--- config.mk ---
export PLATFORM = sky130hd
export DESIGN_NAME = dns_name_label_encoder_unit_flat
export DESIGN_NICKNAME = d
export VERILOG_FILES = /design/src/rtl/core/dnle_pkg.sv /design/src/rtl/core/dnle_req_if.sv /design/src/rtl/core/dnle_rsp_if.sv /design/src/rtl/core/dnle_ram.sv /design/src/rtl/core/dnle_front.sv /design/src/rtl/core/dnle_back.sv /design/src/rtl/core/dns_name_label_encoder_unit.sv /design/src/flat_wrapper.sv
export SDC_FILE = /design/constraint.sdc
export NUM_CORES = 1
export LEC_CHECK = 0
export BUFFER_PORTS_ARGS = -buffer_cell sky130_fd_sc_hd__buf_2
export CAP_MARGIN = 20
export CORE_ASPECT_RATIO = 0.5
export CORE_UTILIZATION = 40
export DETAILED_ROUTE_END_ITERATION = 16
export PLACE_DENSITY_LB_ADDON = 0.05
export SETUP_SLACK_MARGIN = 0.3
export SYNTH_ARGS = -nofsm -noshare
export SYNTH_HDL_FRONTEND = slang
export SYNTH_SLANG_ARGS = --single-unit
--- constraint.sdc ---
create_clock -name clock -period 6.7 [get_ports clock]
set_clock_uncertainty 0.05 [all_clocks]
set_input_delay 0.67 -clock clock [delete_from_list [all_inputs] [get_ports clock]]
set_output_delay 0.67 -clock clock [all_outputs]
set_load 0.02 [all_outputs]
--- src/rtl/core/dnle_pkg.sv ---
`default_nettype none
package dnle_pkg;

   localparam int MAX_LABEL    = 63;
   localparam int STORE_DEPTH  = 63;
   localparam int STORE_ADDR_W = $clog2(STORE_DEPTH);
   localparam int LEN_W        = 6;    // label length, 0..63
   localparam int CNT_W        = 7;    // bytes per transaction, 0..65
   localparam int PAIR_W       = 6;    // result index, 0..32
   localparam int BUF_W        = 16;
   localparam int QUEUE_DEPTH  = 4;
   localparam int QPTR_W       = $clog2(QUEUE_DEPTH);

   localparam logic [7:0]       DOT_CHAR        = 8'h2E;
   localparam logic [BUF_W-1:0] BUF_SIZE_RESET  = 16'd512;

   typedef enum logic [1:0] {
      ERR_NONE     = 2'd0,
      ERR_TOO_LONG = 2'd1,
      ERR_OVERFLOW = 2'd2
   } err_type;

   typedef enum logic [1:0] {
      CMD_CHAR,
      CMD_DOT,
      CMD_END
   } cmd_kind_type;

   typedef struct packed {
      cmd_kind_type kind;
      logic [7:0]   ch;
   } cmd_type;

   typedef enum logic {
      BK_IDLE,
      BK_EMIT
   } back_state_type;

endpackage
`default_nettype wire

--- src/rtl/core/dnle_req_if.sv ---
`default_nettype none
interface dnle_req_if;
   logic       valid;
   logic       ready;
   logic       func;
   logic [7:0] name_char;

   modport source (output valid, output func, output name_char, input ready);
   modport sink   (input valid, input func, input name_char, output ready);
endinterface
`default_nettype wire

--- src/rtl/core/dnle_rsp_if.sv ---
`default_nettype none
interface dnle_rsp_if;
   logic       valid;
   logic       ready;
   logic [7:0] byte_a;
   logic       byte_a_valid;
   logic [7:0] byte_b;
   logic       byte_b_valid;
   logic       end_of_name;
   logic [1:0] status;

   modport source (output valid, output byte_a, output byte_a_valid, output byte_b,
                   output byte_b_valid, output end_of_name, output status, input ready);
   modport sink   (input valid, input byte_a, input byte_a_valid, input byte_b,
                   input byte_b_valid, input end_of_name, input status, output ready);
endinterface
`default_nettype wire

--- src/rtl/core/dnle_ram.sv ---
`default_nettype none
module dnle_ram #(
   parameter int WIDTH = 8,
   parameter int DEPTH = 64
) (
   input  wire logic                     clock,
   input  wire logic                     wr_en,
   input  wire logic [$clog2(DEPTH)-1:0] wr_addr,
   input  wire logic [WIDTH-1:0]         wr_data,
   input  wire logic [$clog2(DEPTH)-1:0] rd_addr_a,
   input  wire logic [$clog2(DEPTH)-1:0] rd_addr_b,
   output logic      [WIDTH-1:0]         rd_data_a,
   output logic      [WIDTH-1:0]         rd_data_b
);

   logic [WIDTH-1:0] mem [DEPTH];

   always_ff @(posedge clock) begin
      if (wr_en) begin
         mem[wr_addr] <= wr_data;
      end
      rd_data_a <= mem[rd_addr_a];
      rd_data_b <= mem[rd_addr_b];
   end

endmodule
`default_nettype wire

--- src/rtl/core/dnle_front.sv ---
`default_nettype none
module dnle_front (
   input  wire logic             clock,
   input  wire logic             reset,
   dnle_req_if.sink              req,
   output dnle_pkg::cmd_type     cmd,
   output logic                  cmd_valid,
   input  wire logic             cmd_pop
);
   import dnle_pkg::*;

   cmd_type             entries_ff [QUEUE_DEPTH];
   logic [QPTR_W-1:0]   wr_ptr_ff, wr_ptr_in;
   logic [QPTR_W-1:0]   rd_ptr_ff, rd_ptr_in;
   logic [QPTR_W:0]     count_ff, count_in;
   logic                push;
   logic                pop;
   cmd_type             cmd_new;

   // classify the incoming character
   always_comb begin
      cmd_new.ch = req.name_char;
      priority if (req.func) begin
         cmd_new.kind = CMD_END;
      end else if (req.name_char == DOT_CHAR) begin
         cmd_new.kind = CMD_DOT;
      end else begin
         cmd_new.kind = CMD_CHAR;
      end
   end

   assign req.ready = (count_ff != (QPTR_W+1)'(QUEUE_DEPTH));
   assign push      = req.valid && req.ready;
   assign cmd_valid = (count_ff != '0);
   assign pop       = cmd_pop && cmd_valid;
   assign cmd       = entries_ff[rd_ptr_ff];

   always_comb begin
      wr_ptr_in = push ? wr_ptr_ff + 1'b1 : wr_ptr_ff;
      rd_ptr_in = pop  ? rd_ptr_ff + 1'b1 : rd_ptr_ff;
      count_in  = count_ff + (QPTR_W+1)'(push) - (QPTR_W+1)'(pop);
   end

   always_ff @(posedge clock) begin
      if (push) begin
         entries_ff[wr_ptr_ff] <= cmd_new;
      end
   end

   always_ff @(posedge clock) begin
      if (reset) begin
         wr_ptr_ff <= '0;
         rd_ptr_ff <= '0;
         count_ff  <= '0;
      end else begin
         wr_ptr_ff <= wr_ptr_in;
         rd_ptr_ff <= rd_ptr_in;
         count_ff  <= count_in;
      end
   end

endmodule
`default_nettype wire

--- src/rtl/core/dnle_back.sv ---
`default_nettype none
module dnle_back (
   input  wire logic                            clock,
   input  wire logic                            reset,
   input  wire logic [dnle_pkg::BUF_W-1:0]      buffer_size,
   input  wire dnle_pkg::cmd_type               cmd,
   input  wire logic                            cmd_valid,
   output logic                                 cmd_pop,
   output logic                                 st_wr_en,
   output logic [dnle_pkg::STORE_ADDR_W-1:0]    st_wr_addr,
   output logic [7:0]                           st_wr_data,
   output logic [dnle_pkg::STORE_ADDR_W-1:0]    st_rd_addr_a,
   output logic [dnle_pkg::STORE_ADDR_W-1:0]    st_rd_addr_b,
   input  wire logic [7:0]                      st_rd_data_a,
   input  wire logic [7:0]                      st_rd_data_b,
   dnle_rsp_if.source                           rsp
);
   import dnle_pkg::*;

   back_state_type     state_ff, state_in;
   logic [LEN_W-1:0]   len_ff, len_in;
   logic [BUF_W-1:0]   bw_ff, bw_in;
   logic               term_ff, term_in;
   err_type            err_ff, err_in;
   logic [CNT_W-1:0]   cnt_ff, cnt_in;
   logic [LEN_W-1:0]   lsend_ff, lsend_in;
   logic               is_end_ff, is_end_in;
   err_type            status_ff, status_in;
   logic [PAIR_W-1:0]  pair_ff, pair_in;

   logic               rsp_valid_ff, rsp_valid_in;
   logic [7:0]         byte_a_ff, byte_a_in;
   logic               byte_a_valid_ff, byte_a_valid_in;
   logic [7:0]         byte_b_ff, byte_b_in;
   logic               byte_b_valid_ff, byte_b_valid_in;
   logic               end_ff, end_in;
   logic [1:0]         status_out_ff, status_out_in;

   // byte count for a dot or end transaction
   logic [CNT_W-1:0]   total;
   logic [BUF_W-1:0]   room;
   logic               ovf;
   logic [CNT_W-1:0]   sent;

   logic [CNT_W-1:0]   k0;
   logic [CNT_W-1:0]   k1;
   logic               va, vb, last, load;
   logic [PAIR_W-1:0]  p_sel;
   logic [CNT_W-1:0]   two_p;
   logic [CNT_W-1:0]   two_p_m1;

   always_comb begin
      priority if (cmd.kind == CMD_DOT) begin
         total = CNT_W'(len_ff) + CNT_W'(1);
      end else if (len_ff != '0) begin
         total = CNT_W'(len_ff) + CNT_W'(2);
      end else begin
         total = CNT_W'(term_ff);
      end
      room = (bw_ff >= buffer_size) ? '0 : buffer_size - bw_ff;
      ovf  = BUF_W'(total) > room;
      sent = ovf ? room[CNT_W-1:0] : total;
   end

   always_comb begin
      k0   = {pair_ff, 1'b0};
      k1   = k0 + CNT_W'(1);
      va   = k0 < cnt_ff;
      vb   = k1 < cnt_ff;
      last = (k0 + CNT_W'(2)) >= cnt_ff;
      load = !rsp_valid_ff || rsp.ready;
   end

   always_comb begin
      state_in        = state_ff;
      len_in          = len_ff;
      bw_in           = bw_ff;
      term_in         = term_ff;
      err_in          = err_ff;
      cnt_in          = cnt_ff;
      lsend_in        = lsend_ff;
      is_end_in       = is_end_ff;
      status_in       = status_ff;
      pair_in         = pair_ff;
      rsp_valid_in    = rsp_valid_ff && !rsp.ready;
      byte_a_in       = byte_a_ff;
      byte_a_valid_in = byte_a_valid_ff;
      byte_b_in       = byte_b_ff;
      byte_b_valid_in = byte_b_valid_ff;
      end_in          = end_ff;
      status_out_in   = status_out_ff;
      cmd_pop         = 1'b0;
      st_wr_en        = 1'b0;
      st_wr_addr      = len_ff[STORE_ADDR_W-1:0];
      st_wr_data      = cmd.ch;
      p_sel           = '0;

      unique case (state_ff)
         BK_IDLE: begin
            if (cmd_valid) begin
               cmd_pop = 1'b1;
               unique case (cmd.kind)
                  CMD_CHAR: begin
                     if (err_ff == ERR_NONE) begin
                        if (len_ff >= LEN_W'(MAX_LABEL)) begin
                           err_in = ERR_TOO_LONG;
                        end else begin
                           st_wr_en = 1'b1;
                           len_in   = len_ff + 1'b1;
                        end
                     end
                  end
                  CMD_DOT: begin
                     if (err_ff == ERR_NONE) begin
                        lsend_in  = len_ff;
                        cnt_in    = sent;
                        bw_in     = bw_ff + BUF_W'(sent);
                        err_in    = ovf ? ERR_OVERFLOW : ERR_NONE;
                        term_in   = (len_ff != '0);
                        len_in    = '0;
                        is_end_in = 1'b0;
                        pair_in   = '0;
                        if (sent != '0) begin
                           state_in = BK_EMIT;
                        end
                     end
                  end
                  CMD_END: begin
                     if (err_ff == ERR_NONE) begin
                        cnt_in    = sent;
                        status_in = ovf ? ERR_OVERFLOW : ERR_NONE;
                     end else begin
                        cnt_in    = '0;
                        status_in = err_ff;
                     end
                     lsend_in  = len_ff;
                     is_end_in = 1'b1;
                     pair_in   = '0;
                     state_in  = BK_EMIT;
                     // name done: back to reset state
                     len_in    = '0;
                     bw_in     = '0;
                     term_in   = 1'b1;
                     err_in    = ERR_NONE;
                  end
                  default: begin
                  end
               endcase
            end
         end
         BK_EMIT: begin
            p_sel = pair_ff;
            if (load) begin
               rsp_valid_in    = 1'b1;
               byte_a_valid_in = va;
               byte_b_valid_in = vb;
               priority if (!va) begin
                  byte_a_in = '0;
               end else if (pair_ff == '0) begin
                  byte_a_in = 8'(lsend_ff);
               end else if (k0 <= CNT_W'(lsend_ff)) begin
                  byte_a_in = st_rd_data_a;
               end else begin
                  byte_a_in = '0;
               end
               byte_b_in     = (vb && (k1 <= CNT_W'(lsend_ff))) ? st_rd_data_b : '0;
               end_in        = is_end_ff && last;
               status_out_in = (is_end_ff && last) ? status_ff : ERR_NONE;
               if (last) begin
                  state_in = BK_IDLE;
               end else begin
                  pair_in = pair_ff + 1'b1;
                  p_sel   = pair_ff + 1'b1;
               end
            end
         end
         default: begin
            state_in = BK_IDLE;
         end
      endcase

      // store reads for result p: entries 2p-1 and 2p, out-of-range slots are masked later
      two_p        = {p_sel, 1'b0};
      two_p_m1     = two_p - CNT_W'(1);
      st_rd_addr_b = (two_p < CNT_W'(STORE_DEPTH)) ? two_p[STORE_ADDR_W-1:0] : '0;
      st_rd_addr_a = ((two_p != '0) && (two_p_m1 < CNT_W'(STORE_DEPTH)))
                   ? two_p_m1[STORE_ADDR_W-1:0] : '0;
   end

   assign rsp.valid        = rsp_valid_ff;
   assign rsp.byte_a       = byte_a_ff;
   assign rsp.byte_a_valid = byte_a_valid_ff;
   assign rsp.byte_b       = byte_b_ff;
   assign rsp.byte_b_valid = byte_b_valid_ff;
   assign rsp.end_of_name  = end_ff;
   assign rsp.status       = status_out_ff;

   always_ff @(posedge clock) begin
      cnt_ff          <= cnt_in;
      lsend_ff        <= lsend_in;
      is_end_ff       <= is_end_in;
      status_ff       <= status_in;
      pair_ff         <= pair_in;
      byte_a_ff       <= byte_a_in;
      byte_a_valid_ff <= byte_a_valid_in;
      byte_b_ff       <= byte_b_in;
      byte_b_valid_ff <= byte_b_valid_in;
      end_ff          <= end_in;
      status_out_ff   <= status_out_in;
   end

   always_ff @(posedge clock) begin
      if (reset) begin
         state_ff     <= BK_IDLE;
         len_ff       <= '0;
         bw_ff        <= '0;
         term_ff      <= 1'b1;
         err_ff       <= ERR_NONE;
         rsp_valid_ff <= 1'b0;
      end else begin
         state_ff     <= state_in;
         len_ff       <= len_in;
         bw_ff        <= bw_in;
         term_ff      <= term_in;
         err_ff       <= err_in;
         rsp_valid_ff <= rsp_valid_in;
      end
   end

endmodule
`default_nettype wire

--- src/rtl/core/dns_name_label_encoder_unit.sv ---
`default_nettype none
// DNS name label encoder. Takes a dotted name one character per req transaction
// (func=1 ends the name) and produces length-prefixed labels, up to two bytes
// per rsp transaction. Characters of a label are held in a 63-entry store; a dot
// or the end transaction replays the label as its length byte and characters,
// and the end adds a zero terminator unless the last label was empty. The final
// rsp transaction of a name carries end_of_name and status (0 ok, 1 label too
// long, 2 buffer overflow); once an error is seen the rest of the name is
// dropped. The front queue takes one req transaction per cycle while any of
// its 4 entries is free. The back sequencer pops a character command while
// idle and writes it to the store; a dot or end sends any output pairs, reading
// two store entries each, and pops no command until the last pair is loaded.
// Write csr_wr_data into buffer_size only while idle.
module dns_name_label_encoder_unit (
   input  wire logic        clock,
   input  wire logic        reset,
   dnle_req_if.sink         req_ch,
   dnle_rsp_if.source       rsp_ch,
   input  wire logic        csr_wr_en,
   input  wire logic [15:0] csr_wr_data
);
   import dnle_pkg::*;

   logic [BUF_W-1:0]         buffer_size_ff;
   cmd_type                  cmd;
   logic                     cmd_valid;
   logic                     cmd_pop;
   logic                     st_wr_en;
   logic [STORE_ADDR_W-1:0]  st_wr_addr;
   logic [7:0]               st_wr_data;
   logic [STORE_ADDR_W-1:0]  st_rd_addr_a;
   logic [STORE_ADDR_W-1:0]  st_rd_addr_b;
   logic [7:0]               st_rd_data_a;
   logic [7:0]               st_rd_data_b;

   // output buffer size register
   always_ff @(posedge clock) begin
      if (reset) begin
         buffer_size_ff <= BUF_SIZE_RESET;
      end else if (csr_wr_en) begin
         buffer_size_ff <= csr_wr_data;
      end
   end

   // front: accept and classify into the command queue
   dnle_front u_front (
      .clock     (clock),
      .reset     (reset),
      .req       (req_ch),
      .cmd       (cmd),
      .cmd_valid (cmd_valid),
      .cmd_pop   (cmd_pop)
   );

   // label store, written by the back end on characters, read two entries a cycle
   dnle_ram #(
      .WIDTH (8),
      .DEPTH (STORE_DEPTH)
   ) u_store (
      .clock     (clock),
      .wr_en     (st_wr_en),
      .wr_addr   (st_wr_addr),
      .wr_data   (st_wr_data),
      .rd_addr_a (st_rd_addr_a),
      .rd_addr_b (st_rd_addr_b),
      .rd_data_a (st_rd_data_a),
      .rd_data_b (st_rd_data_b)
   );

   // back: label bookkeeping, buffer accounting and byte-pair output
   dnle_back u_back (
      .clock        (clock),
      .reset        (reset),
      .buffer_size  (buffer_size_ff),
      .cmd          (cmd),
      .cmd_valid    (cmd_valid),
      .cmd_pop      (cmd_pop),
      .st_wr_en     (st_wr_en),
      .st_wr_addr   (st_wr_addr),
      .st_wr_data   (st_wr_data),
      .st_rd_addr_a (st_rd_addr_a),
      .st_rd_addr_b (st_rd_addr_b),
      .st_rd_data_a (st_rd_data_a),
      .st_rd_data_b (st_rd_data_b),
      .rsp          (rsp_ch)
   );

endmodule
`default_nettype wire

--- src/flat_wrapper.sv ---
// flat-port wrapper written by rule: the top's interface ports become plain ports
module dns_name_label_encoder_unit_flat import dnle_pkg::*;
  (clock, reset, csr_wr_en, csr_wr_data, req_ch_valid, req_ch_func, req_ch_name_char, req_ch_ready, rsp_ch_valid, rsp_ch_byte_a, rsp_ch_byte_a_valid, rsp_ch_byte_b, rsp_ch_byte_b_valid, rsp_ch_end_of_name, rsp_ch_status, rsp_ch_ready);
  dnle_req_if req_ch_i ();
  dnle_rsp_if rsp_ch_i ();
  input  wire logic clock;
  input  wire logic reset;
  input  wire logic csr_wr_en;
  input  wire logic [15:0] csr_wr_data;
  input wire logic [$bits(req_ch_i.valid)-1:0] req_ch_valid;
  input wire logic [$bits(req_ch_i.func)-1:0] req_ch_func;
  input wire logic [$bits(req_ch_i.name_char)-1:0] req_ch_name_char;
  output wire logic [$bits(req_ch_i.ready)-1:0] req_ch_ready;
  output wire logic [$bits(rsp_ch_i.valid)-1:0] rsp_ch_valid;
  output wire logic [$bits(rsp_ch_i.byte_a)-1:0] rsp_ch_byte_a;
  output wire logic [$bits(rsp_ch_i.byte_a_valid)-1:0] rsp_ch_byte_a_valid;
  output wire logic [$bits(rsp_ch_i.byte_b)-1:0] rsp_ch_byte_b;
  output wire logic [$bits(rsp_ch_i.byte_b_valid)-1:0] rsp_ch_byte_b_valid;
  output wire logic [$bits(rsp_ch_i.end_of_name)-1:0] rsp_ch_end_of_name;
  output wire logic [$bits(rsp_ch_i.status)-1:0] rsp_ch_status;
  input wire logic [$bits(rsp_ch_i.ready)-1:0] rsp_ch_ready;
  assign req_ch_i.valid = req_ch_valid;
  assign req_ch_i.func = req_ch_func;
  assign req_ch_i.name_char = req_ch_name_char;
  assign req_ch_ready = req_ch_i.ready;
  assign rsp_ch_valid = rsp_ch_i.valid;
  assign rsp_ch_byte_a = rsp_ch_i.byte_a;
  assign rsp_ch_byte_a_valid = rsp_ch_i.byte_a_valid;
  assign rsp_ch_byte_b = rsp_ch_i.byte_b;
  assign rsp_ch_byte_b_valid = rsp_ch_i.byte_b_valid;
  assign rsp_ch_end_of_name = rsp_ch_i.end_of_name;
  assign rsp_ch_status = rsp_ch_i.status;
  assign rsp_ch_i.ready = rsp_ch_ready;
  dns_name_label_encoder_unit u_core (.clock(clock), .reset(reset), .req_ch(req_ch_i), .rsp_ch(rsp_ch_i), .csr_wr_en(csr_wr_en), .csr_wr_data(csr_wr_data));
endmodule
# After elaboration in Yosys (flattened, before gate mapping)
# Memory sizes are Yosys's and may differ from the RTL's. A register that Yosys moved wholly into a read port is not among the register bits.
# Index checks and enable logic that the tools add are counted.
dict set report totals {
  output_inout_bits 23
  register_bits 93
  n_memories 2
  ramBits 544
  in_bits 30
}
# name words width read_ports rd_ports_with_merged_regs write_ports line
set memory_table {}
lappend memory_table {u_core.u_store.mem 63 8 2 2 1 dnle_ram.sv:16} ;# logic [WIDTH-1:0] mem [DEPTH];
lappend memory_table {u_core.u_front.entries_ff 4 10 1 1 1 dnle_front.sv:12} ;# cmd_type entries_ff [QUEUE_DEPTH];
dict set report classes {
  reduce_logical 25
  addsub 13
  bitwise_logic 3
  muxes 58
  eq_ne 11
  order_cmp 10
}
# operator n
set op_table {}
lappend op_table {{6-bit two-way mux} 12}
lappend op_table {{6-bit case mux with 2 select lines} 3}
lappend op_table {{7-bit two-way mux} 5}
lappend op_table {{16-bit two-way mux} 2}
lappend op_table {{16-bit case mux with 2 select lines} 1}
lappend op_table {{1-bit two-way mux} 21}
lappend op_table {{6-bit case mux with 3 select lines} 1}
lappend op_table {{16-bit by 7-bit adder with 16-bit output} 1}
lappend op_table {{16-bit >= comparator} 1}
lappend op_table {{7-bit by 16-bit greater-than comparator with 1-bit output} 1}
lappend op_table {{16-bit subtractor} 1}
lappend op_table {{7-bit by 6-bit <= comparator with 1-bit output} 2}
lappend op_table {{7-bit by 6-bit < comparator with 1-bit output (second input constant)} 2}
lappend op_table {{7-bit < comparator} 2}
lappend op_table {{2-bit two-way mux} 7}
lappend op_table {{7-bit case mux with 2 select lines} 1}
lappend op_table {{6-bit by 1-bit adder with 6-bit output (second input constant)} 2}
lappend op_table {{6-bit nonzero test} 2}
lappend op_table {{8-bit by 6-bit equality test with 1-bit output (second input constant)} 1}
lappend op_table {{1-bit case mux with 2 select lines} 4}
lappend op_table {{6-bit by 1-bit adder with 7-bit output (second input constant)} 1}
lappend op_table {{6-bit by 2-bit adder with 7-bit output (second input constant)} 1}
lappend op_table {{7-bit by 1-bit adder with 7-bit output (second input constant)} 1}
lappend op_table {{7-bit by 2-bit adder with 7-bit output (second input constant)} 1}
lappend op_table {{28 further kinds} 44}

# Depth between registers and ports, before layout
# Gate-level depths: netlist of the first run.
dict set report logic_depth {
  word_depth 11
  mapped_depth 34
}

# Hierarchy
# A second synthesis of the first run with hierarchy kept.
dict set report unflattened {
  cells_unflattened 2149
  area_unflattened_um2 32586.3
}
# module instances area_per_inst_um2 seq_area_each_um2 cells_per_inst
set modules_own_cells {}
lappend modules_own_cells {dnle_ram 1 24348.4 15454.8 1337}
lappend modules_own_cells {dnle_back 1 5698.0 1831.8 655}
lappend modules_own_cells {dnle_front 1 1958.1 1381.3 105}
lappend modules_own_cells {dns_name_label_encoder_unit 1 581.8 320.3 52}

# Worst setup path before layout of the first run
# Ideal clock, no wire load.
dict set report synth_timing {
  path_type {register to register}
  startpoint {reg u_core.u_back.bw_ff[0]}
  endpoint {reg u_core.u_back.bw_ff[15]}
  setup_time_ps 128
  setup_slack_ps 684
  t_required_ps 6522
  n_path_buf 1
  synth_period_minus_slack_ps 6016
  stages_incl_launch_ff 34
  t_arrival_ps 5838
  cell_sequence {dfxtp_1 -> ha_1 -> inv_1 -> fa_1 -> a21o_1 -> a21oi_1 -> o21ai_0 -> a211oi_1 -> o31ai_1 -> o21ai_0 -> nor2_1 -> ha_1 -> nor2b_1 -> o21a_1 -> o21a_1 -> o21ai_0 -> a21oi_1 -> o2111ai_1 -> nor4b_1 -> nand4b_1 -> buf_2 -> mux2_2 -> inv_1 -> ha_1 -> a21o_1 -> a21o_1 -> a21o_1 -> a21o_1 -> a21o_1 -> a21oi_1 -> nor3_1 -> nand4_1 -> xnor2_1 -> nor2_1}
}
dict set report synth_via {
  elab_chain_cells 7
  word_cells_on_any_way 8
}
# element line
set synth_lines {}
lappend synth_lines {{start, declared} dnle_back.sv:22} ;# logic [BUF_W-1:0] bw_ff, bw_in;
lappend synth_lines {{start signal, assigned} dnle_back.sv:223} ;# bw_ff <= bw_in;
lappend synth_lines {{16-bit subtractor / 16-bit >= comparator (equally long branches)} dnle_back.sv:60} ;# room = (bw_ff >= buffer_size) ? '0 : buffer_size - bw_ff;
lappend synth_lines {{16-bit two-way mux} dnle_back.sv:60}
lappend synth_lines {{7-bit by 16-bit greater-than comparator with 1-bit output} dnle_back.sv:61} ;# ovf = BUF_W'(total) > room;
lappend synth_lines {{7-bit two-way mux} dnle_back.sv:62} ;# sent = ovf ? room[CNT_W-1:0] : total;
lappend synth_lines {{16-bit by 7-bit adder with 16-bit output *} dnle_back.sv:117} ;# bw_in = bw_ff + BUF_W'(sent);
lappend synth_lines {{16-bit two-way mux *} dnle_back.sv:114} ;# if (err_ff == ERR_NONE) begin
lappend synth_lines {{16-bit case mux with 2 select lines *} dnle_back.sv:102} ;# unique case (cmd.kind)
# Mark *: on every way between the ends. The rest lies on a longest branch, timed or not. The select of a mux whose other input is x is not followed.
# A chain may end at the register's enable or synchronous reset.

# Worst setup path after layout of the first run
dict set report layout_timing {
  startpoint {reg u_core.buffer_size_ff[0]}
  endpoint {reg u_core.u_back.bw_ff[8]}
}
dict set report layout_via {
  elab_chain_cells 7
  word_cells_on_any_way 8
}
# element line
set layout_lines {}
lappend layout_lines {{start, declared} dns_name_label_encoder_unit.sv:24} ;# logic [BUF_W-1:0] buffer_size_ff;
lappend layout_lines {{start signal, assigned} dns_name_label_encoder_unit.sv:41} ;# buffer_size_ff <= csr_wr_data;
lappend layout_lines {{16-bit subtractor / 16-bit >= comparator (equally long branches)} dnle_back.sv:60}
lappend layout_lines {{16-bit two-way mux *} dnle_back.sv:60}
lappend layout_lines {{7-bit by 16-bit greater-than comparator with 1-bit output} dnle_back.sv:61}
lappend layout_lines {{7-bit two-way mux *} dnle_back.sv:62}
lappend layout_lines {{16-bit by 7-bit adder with 16-bit output *} dnle_back.sv:117}
lappend layout_lines {{16-bit two-way mux *} dnle_back.sv:114}
lappend layout_lines {{16-bit case mux with 2 select lines *} dnle_back.sv:102}
# Marks and branches as above.

==> summary by stage, run 1 <==
Run
Max-cap violations in this run came to 0.

GRT
In the global route stage, met1 resource usage came out at 0.320. The maximum number of pins on one net before global-route repair is 70. The wire length of the first global-routing pass is 114,000 um. The initial antenna violation count is 0. The total congestion overflow is 0. The met2 global-route usage is 0.315. The via count of the first global-routing pass is 17,300. In the global route stage, met3 resource usage came out at 0.0296.

Across every metal layer, demand over resource in global routing totals 0.210. In this run the most used layer during global routing was met1.

Clock tree
The maximum number of buffers from clock root to sink is 3. The CTS sink count is 655. Clock-pin slew was measured on the worst setup and hold paths at 0.07 ns.

The root buffer cell chosen for the clock tree is sky130_fd_sc_hd__clkbuf_16. At the later pin of the worst-skew pair, clock insertion delay measures 0.64 ns. The number of clock buffers added by TritonCTS is 58. The TritonCTS clock tree is built. The H-tree depth reported by CTS is 2.

Timing
In the final timing run, aggregate negative setup slack is 0 ns. Setup repair after global routing left no endpoint under its margin. The final cycle utilization of the critical path is 0.896. The highest clock rate is 167 MHz. The worst setup margin is 0.700 ns. Setup violations remaining at the end of the flow were counted as 0. The remaining max-slew budget at the tightest pin is 0.265. The final number of hold-violating endpoints is 0. Subtracting the final worst setup slack from the clock period gives 6.00 ns. For the pin with the worst max-slew slack, the measured transition is 1.10 ns. The max-slew violation count is 0.

Worst setup path
The number of cells on the worst reg-to-reg path is 30. Of all nets on the critical path, the largest fanout is 5. The worst path required time is 7.17 ns.

The arrival time at the worst endpoint is 6.47 ns. The worst setup path is launched from a flip-flop. The largest individual stage delay along the critical path comes from the cell sky130_fd_sc_hd__a221o_1. On the worst path, the slowest cell contributes a delay of 0.41 ns. The worst setup path is of the flip-flop to flip-flop kind. The worst setup path is captured at a flip-flop.

Cells and area
From synthesis to final layout, the design area changed by 11.9%. The antenna diode instance count is 0. The final layout contains 2,253 nets. The fraction of layout cells with a size suffix above 1 is 0.143. Summing all multi-input logic gate instances after layout gives 9180 um^2. Counting the fill cells in the layout gives 6,382. The combined flip-flop and latch cell area is 19,000 um^2.

Pwr
The power dissipated by switching net loads is 5.29 mW. The power share of the combinational group is 0.378. Cell internal power was estimated by the tool at 8.92 mW. The switching share of total power is 0.372. Of the total power, registers draw 0.388. The final total power is 14.2 mW.

The analysis attributes to cell leakage a power of 10.7 nW. The worst-case vdd ir drop is 0.253 mV. The power density over cell area is 442 nW/um^2. The clock share of power is 0.235.

Min path
The worst hold path passes through 2 cells. In this run the worst hold path is classified as input pin to flip-flop.

Floorplanning
The die is 381 um wide. The initial cell density of the core is 0.405. Row generation in the floorplan step produced 69 rows. During I/O placement, the number of pins put on the boundary was 53. From bottom edge to top edge, the die measures 192 um. The core region is 71,100 um^2. The area of the die is 73,000 um^2.

Yosys
The number of synthesized flops with an enable pin is 587. The library cell with the largest summed area after synthesis is sky130_fd_sc_hd__edfxtp_1. The portion of synthesized cell area occupied by the leading cell type is 0.613. The number of flip-flops and latches in the synthesized netlist is 655. For this run, the register share of the synthesized area comes to 0.660. Each instance of the synthesized netlist takes up on average 13.7 um^2. In this run the cell area of the synthesized design comes to 28,800 um^2. The number of nets in the synthesized netlist is 2,197.

Of all flip-flops after synthesis, the portion carrying an async set or reset was 0. Ranked by total cell area, the synthesized netlist is headed by sky130_fd_sc_hd__edfxtp_1 61%, sky130_fd_sc_hd__mux4_2 5.6%, sky130_fd_sc_hd__dfxtp_1 4.7%, sky130_fd_sc_hd__ha_1 3.1%, sky130_fd_sc_hd__nand2_1 3.0%. During synthesis, Yosys emitted a total of 0 warnings.

The most used flip-flop cell after synthesis is sky130_fd_sc_hd__edfxtp_1. The synthesized netlist cell count is 2,093. The count of cell types in the netlist is 82.

Route
The routed via count divided by cell count is 5.55. In the routed design, unresolved DRC markers number 0. The starting DRC count in detailed routing is 1,412.

The count of nets left with antenna violations after detail routing is 0. The via count is 17,500. The number of iterations in the first detailed-routing pass is 5. The wire length reported by the detailed router is 76,400 um. In the final routed layout, each cell accounts on average for 24.3 um.

Status
The run finished with clean final reports.

Place
The post-placement worst setup slack is 0.118 ns. The congestion estimate from routability-driven global placement came to 0.887. The sum of net half-perimeters after detailed placement is 49,400 um. In this run the tool buffered the top-level ports with 52 buffer cells.
## power by group through the flow
stage	sequential (mW)	clock (mW)	combinational [mW]
after floorplan	5.55	0	3.39
after global placement	5.60	0	5.36
after detailed placement	5.60	0	5.36
after CTS	5.51	3.42	5.39
after global routing	5.54	3.58	5.87
final	5.51	3.34	5.37
## worst max-delay path: cells and delay by family (launching register included)
family / cells / cell delay (ns)
adder cells (fa/ha/maj): 4 / 1.03
AO/OA/AOI/OAI: 12 / 2.31
AND/OR/NAND/NOR: 6 / 1.02
XOR/XNOR: 1 / 0.10
buffers and inverters: 6 / 0.76
multiplexers: 1 / 0.27
flip-flops: 1 / 0.32
## layout make-up
cell class,count,share of cell area
flip-flops and latches,655,0.590
multi-input cells,1264,0.285
well taps,958,0.0373
repair buffers,108,0.0224
inverters,62,0.00739
clock inverters,17,0.00533
clock buffers,86,0.0519
## sequential cells by signal, summed over array words and instances (netlist names), 2 cells and up, named ones only
register	count
u_core.u_front.rd_ptr_ff	2
u_core.u_store.mem	504
u_core.u_back.pair_ff	6
u_core.u_store.rd_data_b	8
u_core.u_store.rd_data_a	8
u_core.u_back.bw_ff	16
u_core.u_back.rsp.byte_a	8
u_core.u_back.st_wr_addr	6
u_core.u_front.count_ff	3
u_core.u_back.cnt_ff	7
u_core.buffer_size_ff	16
u_core.u_front.entries_ff	40
u_core.u_back.rsp.byte_b	8
u_core.u_back.rsp.status	2
u_core.u_back.lsend_ff	6
u_core.u_back.status_ff	2
u_core.u_back.err_ff	2
u_core.u_front.wr_ptr_ff	2
## metal layers
metal	share of wire	up-vias
met5	0	-
met4	0.018	0
met3	0.052	90
met2	0.44	407
met1	0.49	8898
li1	-	8103
## synthesized netlist by cell type, types with 12 or more instances
master / count
sky130_fd_sc_hd__nand4_1: 12
sky130_fd_sc_hd__a21boi_0: 13
sky130_fd_sc_hd__dfxtp_1: 68
sky130_fd_sc_hd__clkbuf_1: 80
sky130_fd_sc_hd__nand2_1: 226
sky130_fd_sc_hd__and3_1: 27
sky130_fd_sc_hd__mux2i_1: 44
sky130_fd_sc_hd__a311oi_1: 19
sky130_fd_sc_hd__a21oi_1: 55
sky130_fd_sc_hd__inv_1: 61
sky130_fd_sc_hd__or3_1: 58
sky130_fd_sc_hd__nor2_1: 183
sky130_fd_sc_hd__a21o_1: 21
sky130_fd_sc_hd__mux4_2: 71
sky130_fd_sc_hd__o311ai_0: 16
sky130_fd_sc_hd__nor2b_1: 14
sky130_fd_sc_hd__edfxtp_1: 587
sky130_fd_sc_hd__nand3_1: 53
sky130_fd_sc_hd__o211ai_1: 36
sky130_fd_sc_hd__o21ai_0: 77
sky130_fd_sc_hd__nor3_1: 38
sky130_fd_sc_hd__xnor2_1: 23
sky130_fd_sc_hd__and2_1: 17
sky130_fd_sc_hd__ha_1: 71
sky130_fd_sc_hd__a311o_1: 18
## placed cells by master (no fill, tap or decap), types with 8 or more instances in the layout
| cell | instances |
|---|---|
| sky130_fd_sc_hd__xnor2_1 | 23 |
| sky130_fd_sc_hd__a21oi_1 | 51 |
| sky130_fd_sc_hd__o21ai_0 | 75 |
| sky130_fd_sc_hd__clkinv_2 | 8 |
| sky130_fd_sc_hd__edfxtp_1 | 587 |
| sky130_fd_sc_hd__nand3_1 | 53 |
| sky130_fd_sc_hd__a22oi_1 | 11 |
| sky130_fd_sc_hd__mux4_2 | 71 |
| sky130_fd_sc_hd__and3_1 | 27 |
| sky130_fd_sc_hd__a21o_1 | 21 |
| sky130_fd_sc_hd__inv_1 | 60 |
| sky130_fd_sc_hd__or3_1 | 58 |
| sky130_fd_sc_hd__clkbuf_1 | 19 |
| sky130_fd_sc_hd__nand2b_1 | 10 |
| sky130_fd_sc_hd__o2111ai_1 | 8 |
| sky130_fd_sc_hd__clkbuf_16 | 60 |
| sky130_fd_sc_hd__buf_4 | 50 |
| sky130_fd_sc_hd__a22o_1 | 9 |
| sky130_fd_sc_hd__nor2_1 | 182 |
| sky130_fd_sc_hd__o31ai_1 | 8 |
| sky130_fd_sc_hd__nand4_1 | 12 |
| sky130_fd_sc_hd__o311ai_0 | 16 |
| sky130_fd_sc_hd__dfxtp_1 | 67 |
| sky130_fd_sc_hd__a21boi_0 | 13 |
| sky130_fd_sc_hd__a311o_1 | 18 |
| sky130_fd_sc_hd__ha_1 | 68 |
| sky130_fd_sc_hd__o21a_1 | 10 |
| sky130_fd_sc_hd__o211ai_1 | 36 |
| sky130_fd_sc_hd__mux2i_1 | 44 |
| sky130_fd_sc_hd__nand2_1 | 223 |
| sky130_fd_sc_hd__buf_2 | 53 |
| sky130_fd_sc_hd__and2_1 | 17 |
| sky130_fd_sc_hd__nor3_1 | 37 |
| sky130_fd_sc_hd__a311oi_1 | 19 |
| sky130_fd_sc_hd__nor2b_1 | 14 |
| sky130_fd_sc_hd__xor2_1 | 8 |
## final timing paths
kind	from	to	slack, ns
min reg2reg	u_core.u_back.term_ff	u_core.u_back.term_ff	0.43
min	csr_wr_data[9]	u_core.buffer_size_ff[9]	0.18
max	u_core.buffer_size_ff[0]	u_core.u_back.bw_ff[8]	0.70
max reg2reg	u_core.buffer_size_ff[0]	u_core.u_back.bw_ff[8]	0.70
## through the flow
stage          cell area [um^2]  std cells  hold slack [ns]  utilization
3_3_place_gp              30200       3037            0.410        0.424
3_5_place_dp              30200       3037            0.413        0.424
5_1_grt                   32200       3150            0.170        0.453
2_1_floorplan             28800       2093            0.356            -
6_report                  32200       3150            0.180        0.453
4_1_cts                   32000       3140            0.139        0.451
## logic make-up after synthesis
| group | count (synthesis) | synth area share |
|---|---|---|
| and+or+nand+nor | 677 | 0.109 |
| AOI/OAI and AO/OA | 358 | 0.0881 |
| DFF | 655 | 0.660 |
| xor gates and xnor gates | 31 | 0.00944 |
| muxes | 124 | 0.0746 |
| buffers and inverters | 174 | 0.0253 |
| adders and majority gates | 74 | 0.0330 |
## timing repair
item / 4_1_cts / 5_1_grt
hold buffers: 0 / 0
buffers inserted: 0 / 8
gates resized for setup: 3 / 19
setup endpoints to repair: 8 / 10
pin swaps: 1 / 13
(Power assumes the default switching activity.)
==> inputs of run 2 (changes only) <==
--- a/config.mk
+++ b/config.mk
@@ -9,6 +9,7 @@
 export CAP_MARGIN = 20
 export CORE_ASPECT_RATIO = 0.5
 export CORE_UTILIZATION = 40
+export CTS_BUF_LIST = sky130_fd_sc_hd__clkbuf_8
 export DETAILED_ROUTE_END_ITERATION = 16
 export PLACE_DENSITY_LB_ADDON = 0.05
 export SETUP_SLACK_MARGIN = 0.3
==> summary by stage, run 2 (synthesis results as in run 1) <==
Cells and area
The count of filler cells inserted in the layout came to 6,445 (+0.99%). The number of flip-flops in the largest register is 504 (unchanged). The number of nets in the finished design is 2,291 (+1.7%). In the layout the commonest cells are 587 x sky130_fd_sc_hd__edfxtp_1, 224 x sky130_fd_sc_hd__nand2_1, 182 x sky130_fd_sc_hd__nor2_1. The register with the most flip-flops in the final layout is u_core.u_store.mem. The signed area change from the synthesized netlist to the final layout came to 11.8% (about the same). The largest registers in the layout are u_core.u_store.mem: 504 flops, u_core.u_front.entries_ff: 40 flops. The combined flip-flop and latch cell area is 19,000 um^2 (unchanged). The fraction of layout cells with a size suffix above 1 is 0.156 (+0.0135). The combined area of the multi-input logic cells is 9180 um^2 (about the same). The most common library cell in the layout ignoring fill and taps is sky130_fd_sc_hd__edfxtp_1.

Min path
The number of stages on the worst hold path is 3 (+1). The path class of the lowest-slack min-delay path is input pin to flip-flop.

Floorplanning
The number of standard-cell rows in the floorplan is 69 (unchanged). The die extent in y was 192 um (unchanged). The initial cell density of the core is 0.405 (unchanged). The I/O pin count came to 53 (unchanged). The floorplan die width is 381 um (unchanged).

The area inside the core boundary is 71,100 um^2 (unchanged). The area of the die is 73,000 um^2 (unchanged).

Timing
The number of endpoints failing setup at the final stage was 0 (unchanged). Setup repair after global routing left no endpoint under its margin. The final number of hold-violating endpoints was 0 (unchanged). The worst setup margin is 0.721 ns (+0.0207 ns). The minimum clock period after layout is 5.98 ns (-0.0207 ns). The final worst hold slack is 0.108 ns (-0.0722 ns). The highest clock rate was 167 MHz (+0.35%).

The remaining max-slew budget at the tightest pin is 0.269 (+0.00393). The transition time at the pin with the least slew margin is 1.10 ns (-0.00589 ns). The final cycle utilization of the critical path was 0.892 (-0.00309). The sum of negative setup slack is 0 ns (unchanged). The max-slew violation count is 0 (unchanged).

Worst setup path
The critical path is of the flip-flop to flip-flop type. The highest net fanout along the worst path was 5 (unchanged). The startpoint of the most critical register-to-register path is u_core.buffer_size_ff[0].

The element type at the critical path end is a flip-flop. The cell depth of the worst flop-to-flop path is 29 (-3.3%). The flop-to-flop setup slack is 0.72 ns (+0.02 ns). The endpoint identified for the worst register-to-register timing path is u_core.u_back.bw_ff[14]. The largest incremental delay on the critical path was 0.43 ns (+0.02 ns).

The worst path required time is 7.33 ns (+0.16 ns). The arrival time at the worst endpoint is 6.61 ns (+0.14 ns). The kind of start point of the critical path is a flip-flop. The slowest stage of the critical path is the sky130_fd_sc_hd__fa_1 cell. The termination of the worst setup path is u_core.u_back.bw_ff[14]. The launching instance or port of the critical path is u_core.buffer_size_ff[0].

Clock tree
The insertion delay to the later sink of the worst-skew pair was 0.76 ns (+0.12 ns). The maximum number of buffers from clock root to sink is 3 (unchanged). The CTS sink count came to 655 (unchanged).

The clock transition time at the flip-flop clock pins of the worst setup and hold paths is 0.06 ns (about the same). TritonCTS built the clock tree. The buffer type at the clock tree root is sky130_fd_sc_hd__clkbuf_8. The clock buffer count from CTS is 96 (+66%). The H-tree depth reported by CTS is 3 (+1).

GRT
The all-layer global routing usage is 0.213 (+0.00298). The initial antenna violation count is 1 (+1). The via count of the first global-routing pass is 17,600 (+1.8%). The wire length of the first global-routing pass is 115,000 um (+0.95%). The total congestion overflow is 0 (unchanged).

The maximum number of pins on one net before global-route repair is 70 (unchanged).

Pwr
The leakage power is 10.8 nW (+1.4%). The power density over cell area is 437 nW/um^2 (-1.1%). The worst-case vdd ir drop came to 0.249 mV (-1.7%). The final total power is 14.0 mW (-1.2%).

Route
The via count is 17,700 (+1.4%). The starting DRC count in detailed routing is 1,332 (-5.7%). The routed via count divided by cell count is 5.51 (-0.74%).

The average routed wire per standard cell is 24.0 um (-1.2%). The post-detailed-route DRC marker count is 0 (unchanged). The number of iterations in the first detailed-routing pass is 5 (unchanged). The wire length reported by the detailed router is 77,100 um (+0.86%). The count of nets left with antenna violations after detail routing was 0 (unchanged).

Run
The number of maximum-capacitance constraint violations came to 0 (unchanged).

Place
The sum of net half-perimeters after detailed placement is 49,400 um (unchanged). The routability congestion estimate is 0.887 (unchanged). The post-placement worst setup slack was 0.118 ns (unchanged). The number of buffers added on ports was 52 (unchanged).

Status
The flow ran to the end, and the final reports show no timing, DRC or antenna violations.
==> run 2: metrics by stage <==
stage	utilization	std cells	cell area [um^2]
6_report	0.452	3217	32100
5_1_grt	0.452	3216	32100
4_1_cts	0.450	3207	32000
3_5_place_dp	0.424	3037	30200
3_3_place_gp	0.424	3037	30200
2_1_floorplan	-	2093	28800
==> run 2: power breakdown <==
group / switching, mW / total [mW] / internal (mW)
combinational: 3.58 / 5.38 / 1.81
clock: 1.60 / 3.15 / 1.56
sequential: 0.191 / 5.51 / 5.32
total: 5.37 / 14.0 / 8.68
==> run 2: critical path: cells and delay by family, from the launching register on <==
family          cells  cell delay [ns]
compound gates     13             2.01
simple gates        7             1.63
fa+ha+maj           4             1.13
buf+inv             4             0.44
flops               1             0.32
mux                 1             0.32
==> run 2: worst min-delay path by stage <==
stage	from	endpoint	slack, ns
2_1_floorplan	u_core.u_back.st_wr_addr[5]	u_core.u_back.lsend_ff[5]	0.36
3_3_place_gp	u_core.u_back.term_ff	u_core.u_back.term_ff	0.41
6_report	csr_wr_data[14]	u_core.buffer_size_ff[14]	0.11
4_1_cts	csr_wr_data[14]	u_core.buffer_size_ff[14]	0.02
3_5_place_dp	u_core.u_back.term_ff	u_core.u_back.term_ff	0.41
5_1_grt	csr_wr_data[14]	u_core.buffer_size_ff[14]	0.04
==> run 2: metal layers <==
metal	share of wire	up-vias	track usage
li1	-	8201	-
met1	0.50	9042	0.319
met2	0.44	408	0.317
met3	0.046	87	0.0377
met4	0.017	0	0.0551
met5	0	-	0
==> run 2: what timing repair did <==
action                                 CTS  global route
pin swaps                                1            13
endpoints found under the hold margin    1             0
hold buffers                             1             0
gates resized for setup                  2            20
setup endpoints to repair                8            11
buffers inserted                         0             7
==> run 2: layout make-up <==
type,instances,area share
antenna,1,0.0000779
sequential,655,0.591
timing repair buffer,108,0.0225
multi-input combinational,1264,0.286
clock buffer,105,0.0450
clock inverter,64,0.0112
tap,958,0.0373
inverter,62,0.00740
==> inputs of run 3 (changes only) <==
--- a/config.mk
+++ b/config.mk
@@ -9,7 +9,7 @@
 export CAP_MARGIN = 20
 export CORE_ASPECT_RATIO = 0.5
 export CORE_UTILIZATION = 40
-export CTS_BUF_LIST = sky130_fd_sc_hd__clkbuf_8
+export CTS_BUF_LIST = sky130_fd_sc_hd__clkbuf_4 sky130_fd_sc_hd__clkbuf_8
 export DETAILED_ROUTE_END_ITERATION = 16
 export PLACE_DENSITY_LB_ADDON = 0.05
 export SETUP_SLACK_MARGIN = 0.3
==> summary by stage, run 3 (synthesis results as in run 1) <==
Route
The number of iterations in the first detailed-routing pass is 6 (+1). The count of nets left with antenna violations after detail routing is 0 (unchanged). The starting DRC count in detailed routing came to 1,391 (+4.4%). The average routed wire per standard cell came to 23.9 um (-0.25%). The routed via count divided by cell count is 5.50 (-0.30%). The via count is 17,700 (-0.26%).

The post-detailed-route DRC marker count is 0 (unchanged). The wire length reported by the detailed router was 76,900 um (-0.22%).

Timing
The highest clock rate came to 167 MHz (about the same). The transition time at the pin with the least slew margin is 1.03 ns (-0.0641 ns). The sum of negative setup slack came to 0 ns (unchanged). The final number of hold-violating endpoints is 0 (unchanged). The max-slew violation count was 0 (unchanged). The minimum clock period after layout came to 5.97 ns (-0.00517 ns). The number of endpoints failing setup at the final stage is 0 (unchanged). The remaining max-slew budget at the tightest pin is 0.310 (+0.0410).

Setup repair after global routing could not meet its margin everywhere. The final cycle utilization of the critical path is 0.892 (about the same). The worst setup margin is 0.726 ns (+0.00517 ns).

GRT
The met1 track demand over resource is 0.320 (+0.000753). The met2 global-route usage is 0.317 (about the same). The all-layer global routing usage is 0.213 (about the same). The wire length of the first global-routing pass is 115,000 um (about the same). The global routing usage on met3 is 0.0381 (+0.000352). The maximum number of pins on one net before global-route repair was 70 (unchanged).

The total congestion overflow is 0 (unchanged). The initial antenna violation count is 2 (+1). In this run the most used layer during global routing was met1.

The via count of the first global-routing pass is 17,600 (-0.074%).

Place
The post-placement worst setup slack is 0.118 ns (unchanged). The routability congestion estimate is 0.887 (unchanged). The sum of net half-perimeters after detailed placement is 49,400 um (unchanged). The number of buffers added on ports is 52 (unchanged).

Clock tree
The CTS sink count came to 655 (unchanged). The maximum number of buffers from clock root to sink is 3 (unchanged). The hold buffer count at cts came to 0 (-1). The clock buffer count from CTS is 96 (unchanged).

The H-tree depth reported by CTS is 3 (unchanged). CTS placed an instance of sky130_fd_sc_hd__clkbuf_8 at the clock tree root. The clock transition time at the flip-flop clock pins of the worst setup and hold paths is 0.06 ns (about the same). TritonCTS built the clock tree. The insertion delay to the later sink of the worst-skew pair is 0.75 ns (about the same).

Cells and area
Relative to the synthesized area, the layout overhead comes to 12.2%. The number of nets in the finished design is 2,291 (unchanged). The fraction of layout cells with a size suffix above 1 was 0.171 (+0.0142). The largest registers in the layout are u_core.u_store.mem: 504 flops, u_core.u_front.entries_ff: 40 flops. The library cell used most frequently in the layout, excluding fill and tap cells, is sky130_fd_sc_hd__edfxtp_1.

The register with the most flip-flops is u_core.u_store.mem. The number of flip-flops in the largest register is 504 (unchanged). The library cells used most frequently in the layout, excluding fill and tap cells, are 587 x sky130_fd_sc_hd__edfxtp_1, 224 x sky130_fd_sc_hd__nand2_1, 182 x sky130_fd_sc_hd__nor2_1.

Run
The number of maximum-capacitance constraint violations is 0 (unchanged).

Worst setup path
By startpoint and endpoint, the worst setup path is classified as flip-flop to flip-flop. The most prevalent standard cell on the critical path is sky130_fd_sc_hd__a21o_1. The largest incremental delay on the critical path came to 0.32 ns (-0.11 ns). The kind of start point of the critical path is a flip-flop. The end of the worst register-to-register path is u_core.u_back.bw_ff[15].

The startpoint identified for the worst register-to-register timing path is u_core.buffer_size_ff[0]. The cell depth of the worst flop-to-flop path is 33 (+14%). The worst setup path is captured at a flip-flop.

The worst path required time is 7.26 ns (-0.07 ns). Tracing the worst setup path back leads to its startpoint at u_core.buffer_size_ff[0]. The flop-to-flop setup slack is 0.73 ns (about the same). The termination of the worst setup path is u_core.u_back.bw_ff[15].

The highest net fanout along the worst path was 4 (-1). The slowest stage of the critical path belongs to the cell sky130_fd_sc_hd__dfxtp_1. The arrival time at the worst endpoint was 6.54 ns (-0.07 ns).

Floorplanning
The die extent in y is 192 um (unchanged). The area inside the core boundary is 71,100 um^2 (unchanged). The I/O pin count is 53 (unchanged). The initial cell density of the core is 0.405 (unchanged). The area of the die was 73,000 um^2 (unchanged).

The number of standard-cell rows in the floorplan was 69 (unchanged). The floorplan die width is 381 um (unchanged).

Pwr
The leakage power was 10.8 nW (-0.26%). The power density over cell area is 441 nW/um^2 (+0.80%). The worst-case vdd ir drop is 0.265 mV (+6.5%). The final total power is 14.2 mW (+1.2%).

Status
The run finished with clean final reports.

Min path
In this run the worst hold path is classified as input pin to flip-flop.
==> run 3: cell types whose count changed in the layout (fill, tap and decap cells not counted) <==
cell,delta
sky130_fd_sc_hd__clkbuf_4,+34
sky130_fd_sc_hd__inv_1,-34
sky130_fd_sc_hd__a21oi_1,+1
sky130_fd_sc_hd__a21oi_2,-1
sky130_fd_sc_hd__buf_8,+1
sky130_fd_sc_hd__dfxtp_1,+1
sky130_fd_sc_hd__dfxtp_2,-1
sky130_fd_sc_hd__diode_2,+1
sky130_fd_sc_hd__dlygate4sd3_1,-1
sky130_fd_sc_hd__ha_1,+1
sky130_fd_sc_hd__ha_4,-1
sky130_fd_sc_hd__mux2_2,+1
sky130_fd_sc_hd__mux2_4,-1
==> run 3: worst max-delay path, delay by kind of cell (launching register included) <==
kind	cells	cell delay (ns)
DFF	1	0.32
buffers and inverters	5	0.50
adders and majority gates	4	0.92
muxes	1	0.32
xor gates and xnor gates	1	0.12
AOI/OAI and AO/OA	16	2.55
and+or+nand+nor	6	1.04
==> run 3: cell type report <==
type                            instances  area, um^2
Antenna cell                            2        5.00
Clock inverter                         30         233
Multi-Input combinational cell       1264        9160
Fill cell                            6418       38800
Tap cell                              958        1200
Timing Repair Buffer                  108         727
Clock buffer                          139        1700
Sequential cell                       655       19000
Inverter                               62         238
==> run 3: how the worst min path moves through the flow <==
stage                                start                        end  slack [ns]  cells past startpoint
2_1_floorplan  u_core.u_back.st_wr_addr[5]  u_core.u_back.lsend_ff[5]        0.36                      0
3_3_place_gp         u_core.u_back.term_ff      u_core.u_back.term_ff        0.41                      1
3_5_place_dp         u_core.u_back.term_ff      u_core.u_back.term_ff        0.41                      1
4_1_cts                     csr_wr_data[9]   u_core.buffer_size_ff[9]       0.002                      2
5_1_grt                     csr_wr_data[9]   u_core.buffer_size_ff[9]        0.04                      2
6_report                    csr_wr_data[9]   u_core.buffer_size_ff[9]        0.08                      2
==> run 3: through the flow <==
stage	instances	hold WS, ns	cell area [um^2]	utilization
after floorplan	2093	0.356	28800	-
after global placement	3037	0.410	30200	0.424
after detailed placement	3037	0.413	30200	0.424
after CTS	3206	0.00156	32100	0.452
after global routing	3217	0.0367	32200	0.454
final	3218	0.0810	32300	0.454
==> run 3: power by group <==
part           switching (mW)  internal, mW  leakage [nW]  total, mW
logic                    3.56          1.80          3.92       5.36
clock network            1.59          1.75          1.03       3.33
registers               0.193          5.32          5.87       5.51
==> run 3: metal layers <==
layer | routed length [um] | part of all wire | up-vias
met5 | 0 | 0 | -
met4 | 1390 | 0.018 | 0
met3 | 3830 | 0.050 | 105
met2 | 33500 | 0.44 | 437
met1 | 38200 | 0.50 | 8956
li1 | - | - | 8193
==> run 3: what timing repair did <==
item	in CTS	in global routing
pin swaps	1	12
endpoints found under the setup margin	8	11
resized for setup	2	16
setup buffers	0	7
